## config.mk

```make
export PLATFORM = sky130hd
export DESIGN_NAME = cvkf_alu
export DESIGN_NICKNAME = d
export VERILOG_FILES = /design/src/hw/rtl/cvkf_pkg.sv /design/src/hw/rtl/cvkf_alu.sv
export SDC_FILE = /design/constraint.sdc
export NUM_CORES = 2
export LEC_CHECK = 0
export BUFFER_PORTS_ARGS = -buffer_cell sky130_fd_sc_hd__clkbuf_2
export CAP_MARGIN = 20
export CORE_MARGIN = 1.5
export CORE_UTILIZATION = 28
export DETAILED_ROUTE_END_ITERATION = 7
export GPL_TIMING_DRIVEN = 0
export PLACE_DENSITY = 0.43
export SETUP_SLACK_MARGIN = 0.4
export SYNTH_ARGS = -nofsm -noshare
export SYNTH_HDL_FRONTEND = slang
export SYNTH_SLANG_ARGS = --single-unit
export TNS_END_PERCENT = 1
```

## constraint.sdc

```tcl
create_clock -name clk -period 11.2 [get_ports clk]
set_clock_uncertainty 0.1 [all_clocks]
set_input_delay 0 -clock clk [delete_from_list [all_inputs] [get_ports clk]]
set_output_delay 0 -clock clk [all_outputs]
set_load 0.1 [all_outputs]
```

## src/hw/rtl/cvkf_pkg.sv

```systemverilog
package cvkf_pkg;

	// Register indexes on the configuration port
	localparam logic [2:0] REG_PROC_NOISE  = 3'd0;
	localparam logic [2:0] REG_MEAS_NOISE  = 3'd1;
	localparam logic [2:0] REG_SAMPLE_PER  = 3'd2;
	localparam logic [2:0] REG_ALL_AXES    = 3'd3;
	localparam logic [2:0] REG_FIXED_GAIN  = 3'd4;
	localparam logic [2:0] REG_GAIN_VALUE  = 3'd5;
	localparam logic [2:0] REG_GAIN_RATE   = 3'd6;

	localparam logic signed [31:0] ONE_Q16 = 32'sd65536;
	localparam logic signed [31:0] SAT_MAX = 32'sh7fffffff;
	localparam logic signed [31:0] SAT_MIN = -32'sh7fffffff - 32'sd1;

	// ALU operations
	typedef enum logic [1:0] {
		OP_ADD = 2'd0,
		OP_SUB = 2'd1,
		OP_MUL = 2'd2
	} alu_op_t;

	// Saturate a 34-bit sum into 32 bits
	function automatic logic signed [31:0] sat34(input logic signed [33:0] v);
		logic signed [31:0] r;
		begin
			if (v > 34'sd2147483647) r = SAT_MAX;
			else if (v < -34'sd2147483648) r = SAT_MIN;
			else r = v[31:0];
			return r;
		end
	endfunction

endpackage

```

## src/hw/rtl/cvkf_alu.sv

```systemverilog
// Shared saturating Q16.16 add / sub / multiply, one registered result per op.
// The multiply is split: 32x32 product registered, then shift and saturate.
module cvkf_alu import cvkf_pkg::*; (
	input  logic               clk,
	input  logic               start,
	input  alu_op_t            op,
	input  logic signed [31:0] a,
	input  logic signed [31:0] b,
	output logic signed [31:0] res_q
);
	logic signed [63:0] prod_s1;
	logic               mul_s1;
	logic signed [31:0] addres_s1;
	logic signed [63:0] shr;
	logic signed [63:0] lim;
	logic signed [33:0] sum;

	always_comb begin
		if (op == OP_SUB) sum = 34'(a) - 34'(b);
		else sum = 34'(a) + 34'(b);
	end

	always_ff @(posedge clk) begin
		if (start) begin
			prod_s1   <= a * b;
			mul_s1    <= (op == OP_MUL);
			addres_s1 <= sat34(sum);
		end
	end

	// arithmetic shift is floor, matching rounding toward minus infinity
	assign shr = prod_s1 >>> 16;

	always_comb begin
		lim = shr;
		if (shr > 64'sd2147483647) lim = 64'(SAT_MAX);
		else if (shr < -64'sd2147483648) lim = 64'(SAT_MIN);
	end

	assign res_q = mul_s1 ? lim[31:0] : addres_s1;
endmodule

```

==> flow_summary.ini <==
[worst_setup_path]
slowest_delay_ps = 910
crit_top_cell = fa_1
cp_max_fo = 11
crit_path_end_kind = flip-flop
cpMaxStageDelayCell = clkbuf_1
required_ps = 11210
arrival_ps = 10560
setup.worst_path.class = in -> reg
worstSetupStartpointType = input port

[grt]
grt_pass1_wl_mm = 251
grt.total_usage_pct = 23.7
overflow = 0
grt_max_degree = 54
antenna_found_initial = 24
grt_pass1_vias = 33448

[cts]
cts_sinks = 81
clock_path_buffers = 2
htree_levels = 3
path_clk_slew_ps = 60
cts_tree = built
cts_root_buf = clkbuf_16
cts_buffers = 9
cts_setup_buffers = 0

[worst_hold_path]
min_to = prod_s1[56]$_DFFE_PP_
whs_path_depth = 1
hp-start = start
min_path_type = in -> reg

[synth]
synthesis.nets = 5734
synth_area_sq_um = 41200
netlist_instances = 4371
synth_common_cells = 1082 x fa_1, 985 x inv_1, 556 x nand2_1
synthTopCellsByArea = fa_1 53%, inv_1 9.0%, and2_1 7.8%
yosysSeqAreaShare_pct = 5.90
syn_avg_cell_area_sq_um = 9.42
synth-edff-count = 81
ys_types = 69
synth_top_flop_cell = edfxtp_1
synth.most_common_cell = fa_1
yosysWarnings = 0
ys_ff_latch = 81
ys_async_sr_fraction_pct = 0
yosysTopAreaCell = fa_1
synth_top_area_share_pct = 52.6

[drt]
ant_nets = 0
num_vias = 30871
drt_pass1_iterations = 5
dr.first_iter.drc_count = 2225
finalWirelength_mm = 174
wl_per_cell_um = 27.1
avgViaCountPerCell = 4.81
drcViolationCount = 0

[timing]
rsz0062_at_grt = no
setup_viol = 0
maxSlewViolCount = 0
period_needed_ps = 10550
worstMarginPinSlew_ps = 1250
finalCritPeriodShare_pct = 94.2
relSlewSlack_pct = 16.9
fmax_ghz = 0.0948
hold_viol_final = 0

[placement]
hpwlAfterDp_mm = 148
dp_cells = 6387
io_buffers = 74
gp_congestion = 0.964
place_area_sq_um = 44400

[status]
status = finished clean

[cells_and_area]
drive_above_1_share_pct = 3.52
stdcell_area_sq_um = 44800
area_growth_pct = 8.71
final_cells = 6422
layout.nets = 5849

[floorplanning]
core_area_sq_um = 146000
start_util_pct = 28.2
die_area_sq_um = 149000
die-height_um = 387
die_w_um = 387
io_pins = 100
fp-row-count = 140

[flow_run]
drv_cap = 0
cells by family after synthesis:
| group | after synthesis | synth area share (%) |
|---|---|---|
| AO/OA/AOI/OAI | 319 | 4.85 |
| XOR/XNOR | 122 | 2.61 |
| adder cells (fa/ha/maj) | 1305 | 59.3 |
| buffers and inverters | 1248 | 11.4 |
| flip-flops | 81 | 5.90 |
| multiplexers | 1 | 0.0273 |
| AND/OR/NAND/NOR | 1295 | 15.9 |
layer usage:
layer	track usage, %	vias to the layer above	wire length [um]	share of wire (%)
met5	0	-	34	0.020
met4	10.2	6	9090	5.2
met3	3.11	253	9710	5.6
met2	38.3	1041	80500	46
met1	31.8	16524	74700	43
li1	-	13047	-	-
layout by cell type (no fill, tap or decap), drive strengths merged, types with 14 or more instances in the layout:
master | netlist | routed
diode | 0 | 14
o21ai | 65 | 65
and2 | 511 | 511
nand3 | 16 | 16
ha | 213 | 213
inv | 985 | 985
a21o | 48 | 48
xor2 | 55 | 55
nor2b | 38 | 38
a21oi | 120 | 120
edfxtp | 81 | 81
nor3 | 20 | 20
fa | 1082 | 1082
clkbuf | 253 | 338
buf | 10 | 37
nand2b | 15 | 15
nor2 | 71 | 71
xnor2 | 67 | 67
nand2 | 556 | 556
nand4 | 27 | 27
flip-flops by register name (all words and copies together), names as in the netlist:
register,flops
mul_s1,1
addres_s1,32
prod_s1,48
per-stage QoR:
step | setup TNS (ps) | util, % | worst slack, ps | hold slack (ps)
after floorplan | 0 | - | 3290 | 12.5
after global placement | -97.0 | 30.1 | -97.0 | 209
after detailed placement | 0 | 30.4 | 265 | 213
after CTS | 0 | 30.6 | 588 | 112
after global routing | 0 | 30.7 | 406 | 132
final | 0 | 30.7 | 648 | 114
critical path, delay by kind of cell:
family                   cells  cell delay [ps]
XOR/XNOR                     1              140
AND/OR/NAND/NOR              5             1540
buffers and inverters        5             2050
adder cells (fa/ha/maj)      9             4970
AO/OA/AOI/OAI                5             1820
area by class of cell:
class / instances / area (sq um)
multi-input cells: 3042 / 34100
fillers: 15665 / 101000
repair buffers: 104 / 840
clock inverters: 5 / 56.3
flip-flops and latches: 81 / 2430
plain buffers: 263 / 1010
clock buffers: 11 / 233
diodes: 14 / 35.0
well taps: 1917 / 2400
inverters: 985 / 3700
how the worst max path moves through the flow:
| stage | start | to | slack (ps) | depth (start not counted) |
|---|---|---|---|---|
| final | b[2] | prod_s1[62]$_DFFE_PP_ | 650 | 25 |
| after global routing | b[2] | prod_s1[62]$_DFFE_PP_ | 410 | 25 |
| after CTS | a[31] | prod_s1[62]$_DFFE_PP_ | 590 | 26 |
| after detailed placement | a[31] | prod_s1[62]$_DFFE_PP_ | 270 | 26 |
| after global placement | b[17] | prod_s1[63]$_DFFE_PP_ | -100 | 24 |
| after floorplan | a[31] | prod_s1[63]$_DFFE_PP_ | 3290 | 28 |
timing repair:
item | 4_1_cts | 5_1_grt
hold buffers | 2 | 0
resized for setup | 0 | 16
endpoints found under the setup margin | 0 | 5
endpoints found under the hold margin | 1 | 0
Power is not shown: default switching activity piles up to over one toggle a cycle in this logic, so the estimate is an artifact.
