==> config.mk <==
export PLATFORM = sky130hd
export DESIGN_NAME = cvkf_div
export DESIGN_NICKNAME = d
export VERILOG_FILES = /design/src/hw/rtl/cvkf_pkg.sv /design/src/hw/rtl/cvkf_div.sv
export SDC_FILE = /design/constraint.sdc
export NUM_CORES = 1
export LEC_CHECK = 0
export BUFFER_PORTS_ARGS = -buffer_cell sky130_fd_sc_hd__buf_4
export CORE_MARGIN = 3
export CORE_UTILIZATION = 30
export DETAILED_ROUTE_END_ITERATION = 8
export GPL_TIMING_DRIVEN = 0
export PLACE_DENSITY = 0.55
export SYNTH_ARGS = -nofsm -noshare
export SYNTH_HDL_FRONTEND = slang
export SYNTH_SLANG_ARGS = --single-unit
==> constraint.sdc <==
create_clock -name clk -period 4.2 [get_ports clk]
set_input_delay 0.21 -clock clk [delete_from_list [all_inputs] [get_ports clk]]
set_output_delay 0.21 -clock clk [all_outputs]
set_load 0.01 [all_outputs]
==> src/hw/rtl/cvkf_pkg.sv <==
package cvkf_pkg;

	// Register indexes on the configuration port
	localparam logic [2:0] REG_PROC_NOISE  = 3'd0;
	localparam logic [2:0] REG_MEAS_NOISE  = 3'd1;
	localparam logic [2:0] REG_SAMPLE_PER  = 3'd2;
	localparam logic [2:0] REG_ALL_AXES    = 3'd3;
	localparam logic [2:0] REG_FIXED_GAIN  = 3'd4;
	localparam logic [2:0] REG_GAIN_VALUE  = 3'd5;
	localparam logic [2:0] REG_GAIN_RATE   = 3'd6;

	localparam logic signed [31:0] ONE_Q16 = 32'sd65536;
	localparam logic signed [31:0] SAT_MAX = 32'sh7fffffff;
	localparam logic signed [31:0] SAT_MIN = -32'sh7fffffff - 32'sd1;

	// ALU operations
	typedef enum logic [1:0] {
		OP_ADD = 2'd0,
		OP_SUB = 2'd1,
		OP_MUL = 2'd2
	} alu_op_t;

	// Saturate a 34-bit sum into 32 bits
	function automatic logic signed [31:0] sat34(input logic signed [33:0] v);
		logic signed [31:0] r;
		begin
			if (v > 34'sd2147483647) r = SAT_MAX;
			else if (v < -34'sd2147483648) r = SAT_MIN;
			else r = v[31:0];
			return r;
		end
	endfunction

endpackage

==> src/hw/rtl/cvkf_div.sv <==
// Radix-2 restoring divider: sat((n<<16)/d), truncating toward zero.
// One quotient bit per cycle while busy; the quotient has 48 bits.
module cvkf_div import cvkf_pkg::*; (
	input  logic               clk,
	input  logic               arst_n,
	input  logic               start,
	input  logic signed [31:0] num,
	input  logic signed [31:0] den,
	output logic               done_q,
	output logic signed [31:0] quo_q
);
	logic [47:0] dvd_q;
	logic [47:0] quo_acc_q;
	logic [31:0] rem_q;
	logic [31:0] dvs_q;
	logic        neg_q;
	logic        busy_q;
	logic [5:0]  cnt_q;
	logic [32:0] trial;
	logic [32:0] rem_sh;
	logic [48:0] qmag;
	logic signed [49:0] qs;

	assign rem_sh = {rem_q, dvd_q[47]};
	assign trial  = rem_sh - {1'b0, dvs_q};
	assign qmag   = {1'b0, quo_acc_q};
	assign qs     = neg_q ? -$signed({1'b0, qmag}) : $signed({1'b0, qmag});

	always_ff @(posedge clk or negedge arst_n) begin
		if (!arst_n) begin
			busy_q <= 1'b0;
			done_q <= 1'b0;
			cnt_q  <= '0;
		end else begin
			done_q <= 1'b0;
			if (start) begin
				busy_q <= 1'b1;
				cnt_q  <= 6'd48;
			end else if (busy_q) begin
				if (cnt_q == 6'd1) begin
					busy_q <= 1'b0;
					done_q <= 1'b1;
				end
				cnt_q <= cnt_q - 6'd1;
			end
		end
	end

	always_ff @(posedge clk) begin
		if (start) begin
			dvd_q     <= {(num[31] ? 32'(-33'(num)) : 32'(num)), 16'd0};
			dvs_q     <= den[31] ? 32'(-33'(den)) : 32'(den);
			neg_q     <= num[31] ^ den[31];
			rem_q     <= '0;
			quo_acc_q <= '0;
		end else if (busy_q) begin
			dvd_q <= {dvd_q[46:0], 1'b0};
			if (!trial[32]) begin
				rem_q     <= trial[31:0];
				quo_acc_q <= {quo_acc_q[46:0], 1'b1};
			end else begin
				rem_q     <= rem_sh[31:0];
				quo_acc_q <= {quo_acc_q[46:0], 1'b0};
			end
		end
	end

	// zero divisor gives zero gain
	always_comb begin
		if (dvs_q == 32'd0) quo_q = '0;
		else if (qs > 50'sd2147483647) quo_q = SAT_MAX;
		else if (qs < -50'sd2147483648) quo_q = SAT_MIN;
		else quo_q = qs[31:0];
	end
endmodule

==> summary.txt <==
Yosys
  – Post-synthesis register bit count: 153
  – Synth warn: 0
  – Syn Area/Cell: 8.56 um2
  – EDFF count, synth: 65
  – Most frequent cells after synthesis: nor2_1, a21oi_1, dfxtp_1
  – XOR/XNOR Fraction of Synth Area: 9.64%
  – Ys async rst share: under 10%
  – Top cells by area, synth: edfxtp_1, dfxtp_1, mux2i_1
  – Syn_nets: roughly 1400
  – Synth Area in Compound Gates: between 10% and 20%
  – Main combinational cell family by area after synthesis: simple AND/OR/NAND/NOR gates
  – Synth unique cells: 81
  – Post-synthesis sequential area ratio: around a third
  – Area share of the largest cell type after synthesis: 17.5%
  – Mapped Cells: 1306
  – Syn Std Cell Area: roughly 11000 um2
  – Area leader, netlist: edfxtp_1
  – Mux contribution to synthesized area: 6.30%
  – Synth Area in Adders: around 4.3%
  – Synth Flop Type: dfxtp_1
  – Most frequent cell after synthesis: nor2_1
  – Simple-gate portion of the synthesized area: 21.2%

Clock tree
  – Num CTS Buffers: 17
  – CTS clk-pin slew, worst paths: 0.07 ns
  – CTS tree: done
  – Clock Tree Root: clkbuf_16
  – # H-tree levels: 4
  – Clock Tree Buf Depth: 2
  – Clock sinks: 153
  – Worst skew pair latency: approximately 0.43 ns

Routing
  – Post-DR wirelength/cell: 16.7 um
  – Routed wl met3: 1430 um
  – Drt first pass iters: 5
  – Highest Signal Layer: met4
  – Routed WL: 32400 um
  – Vias: slightly above 10000
  – Starting DRT DRC Count: 651
  – M1 wire length: about 15000 um
  – Residual DRC: 0
  – Antenna-violating nets left: 0
  – WL met2: roughly 15000 um
  – Routed vias/inst: 5.30

Final layout
  – Share of cells above drive strength 1: 19.4%
  – Filler cells: 3704
  – Final Util: 38.2%
  – Final Net Count: 1560
  – # diodes: 0
  – P&R area growth vs syn: 25.4%

Global routing
  – Largest net degree at the start of global routing: 38
  – Number of global-route vias before repair: 9898
  – Antenna violations before repair: 0
  – First-pass GRT wire length: 50700 um
  – Grt total ovfl: 0
  – Total GRT Usage: 15.8%

Worst hold path
  – Min-Delay Path Class: input port to flip-flop
  – Hold path depth: 2

Critical path
  – Crit path cell chain: buf_6, or4_4, nor4_4, nand4_1, buf_4, o41ai_4, xor2_2, buf_4, nor4_4, buf_4, buf_4, nand4_1, a21oi_2, buf_4
  – Crit Path Max Fanout: 8
  – Crit Path Category: flip-flop to primary output
  – CP arrival: 3.94 ns
  – Crit-path max cell delay: 0.57 ns
  – R2R depth: 12
  – Setup crit end kind: primary output
  – Critical path startpoint category: flip-flop
  – Most frequent CP cell: buf_4
  – Crit path max-delay cell type: or4_4
  – Worst Path Required: 3.99 ns

Power
  – Peak VDD IR: roughly 0.29 mV
  – Power per cell area: roughly 270 nW/um2
  – Switch Pwr: 0.00105 W
  – P_int: approximately 0.0027 W
  – Sw Share: between 20% and 30%
  – Sequential share of power: 45.7%
  – Logic gate share of total power: 14.9%
  – Clock share of power: between 30 and 40%
  – Pleak: 5.92 nW

Timing
  – Final setup vio count: 0
  – Fin crit share: 98.9%
  – Fmax: 241 MHz
  – Worst slew margin: 18.0%
  – Final worst slack: approximately 0.047 ns
  – Skew final: slightly below 0.01 ns
  – Tmin final: about 4.2 ns
  – Pins Over Slew Limit: 0
  – Worst slew pin tran: 1.23 ns
  – Setup TNS: 0 ns
  – RSZ-0062 raised after global routing: yes
  – Count of final hold-check violations: 0

Floorplan
  – Top Ports: 100
  – Die H: 199 um
  – Core area: 36700 um2
  – Die Wd: 199 um
  – Row count: 70
  – Die area: between 30000 and 40000 um2
  – Initial Util: 30.5%

Placed design
  – Port bufs: 99
  – Post-DP HPWL: roughly 24000 um
  – Pre-CTS setup slack: -0.383 ns
  – Gpl congestion: 0.921

Status
  – Status: finished clean

Run
  – Max Cap Viol: 0
[metrics by stage]
stage | std cells | area (um2) | total power, W | hold WS, ns
5_1_grt | 1936 | 14000 | 0.00389 | 0.0691
6_report | 1936 | 14000 | 0.00371 | 0.0778
4_1_cts | 1926 | 13400 | 0.00375 | 0.0621
3_3_place_gp | 1873 | 12500 | 0.00227 | 0.0359
2_1_floorplan | 1306 | 11200 | 0.00208 | -0.0856
3_5_place_dp | 1873 | 12500 | 0.00228 | 0.0372
[layout make-up]
type,instances,area (um2),area share (%)
sequential,153,3760,26.8
timing repair buffer,140,1130,8.07
clock inverter,14,116,0.831
inverter,63,236,1.69
clock buffer,18,439,3.13
buffer,70,354,2.53
tap,468,586,4.18
multi-input combinational,1010,7390,52.8
[final timing paths]
path                               start        end  slack (ns)
min in group asynchronous         arst_n   cnt_q[1]        0.18
hold reg to reg                rem_q[20]  rem_q[20]        0.50
max in group asynchronous         arst_n   cnt_q[2]        3.89
hold / removal                   den[30]  dvs_q[30]        0.08
setup reg to reg                dvs_q[7]  rem_q[18]        0.36
setup / recovery           quo_acc_q[21]   quo_q[3]        0.05
[cells by family (layout without fill, tap and decap cells)]
kind of cell / Yosys count / after routing
compound gates: 326 / 326
fa+ha+maj: 38 / 38
flops: 153 / 153
simple gates: 453 / 453
xor+xnor: 123 / 123
buf+inv: 143 / 305
mux: 70 / 70
[cells in the final DEF, fill, tap and decap left out, types with 7 or more instances in the layout]
master	n
nor4_4	15
nor2b_1	12
nor4_2	8
mux2i_1	67
a21o_1	12
a21oi_1	77
o41ai_1	12
nor4_1	20
nand2b_1	14
buf_4	132
a21oi_2	22
o21ai_0	63
dfxtp_1	78
nand3_1	18
xnor2_1	67
nand4_1	30
a211oi_1	22
or3_1	10
nor3_1	20
dfrtp_1	8
or4_1	19
clkbuf_1	47
o31ai_1	32
and3_1	12
or4_4	9
nor2_1	153
inv_1	62
ha_1	37
a31oi_1	7
nand2_1	77
xor2_1	51
buf_6	7
clkbuf_16	19
edfxtp_1	65
o211ai_1	8
[critical path, delay by kind of cell, from the launching register on]
family / cells / cell delay (ns)
buffers and inverters: 6 / 1.00
AND/OR/NAND/NOR: 5 / 1.43
XOR/XNOR: 1 / 0.16
AO/OA/AOI/OAI: 2 / 0.61
flip-flops: 1 / 0.32
[per-layer routing]
layer	GRT usage, %	vias to the layer above
li1	-	5122
met1	20.8	4835
met2	26.8	262
met3	2.61	40
met4	4.58	0
met5	0	-
[power by group through the flow]
stage	Clock [W]	Combinational (W)	Sequential (W)
after floorplan	0	0.000361	0.00172
after global placement	0	0.000538	0.00173
after detailed placement	0	0.000544	0.00173
after CTS	0.00150	0.000551	0.00170
after global routing	0.00156	0.000622	0.00171
final	0.00146	0.000555	0.00170
[flip-flops by register name, summed over array words and instances, names as in the netlist]
| name | flops |
|---|---|
| quo_acc_q | 48 |
| busy_q | 1 |
| dvd_q | 32 |
| cnt_q | 6 |
| rem_q | 32 |
| done_q | 1 |
| neg_q | 1 |
| dvs_q | 32 |
[timing repair]
| action | in CTS | in global routing |
|---|---|---|
| buffers inserted | 21 | 16 |
| pin swaps | 17 | 28 |
| endpoints found under the setup margin | 58 | 41 |
| hold buffers | 2 | 0 |
| gates cloned | 1 | 2 |
| gates resized for setup | 33 | 97 |
| endpoints found under the hold margin | 9 | 0 |
No activity file was read; power rests on OpenSTA's default activity.
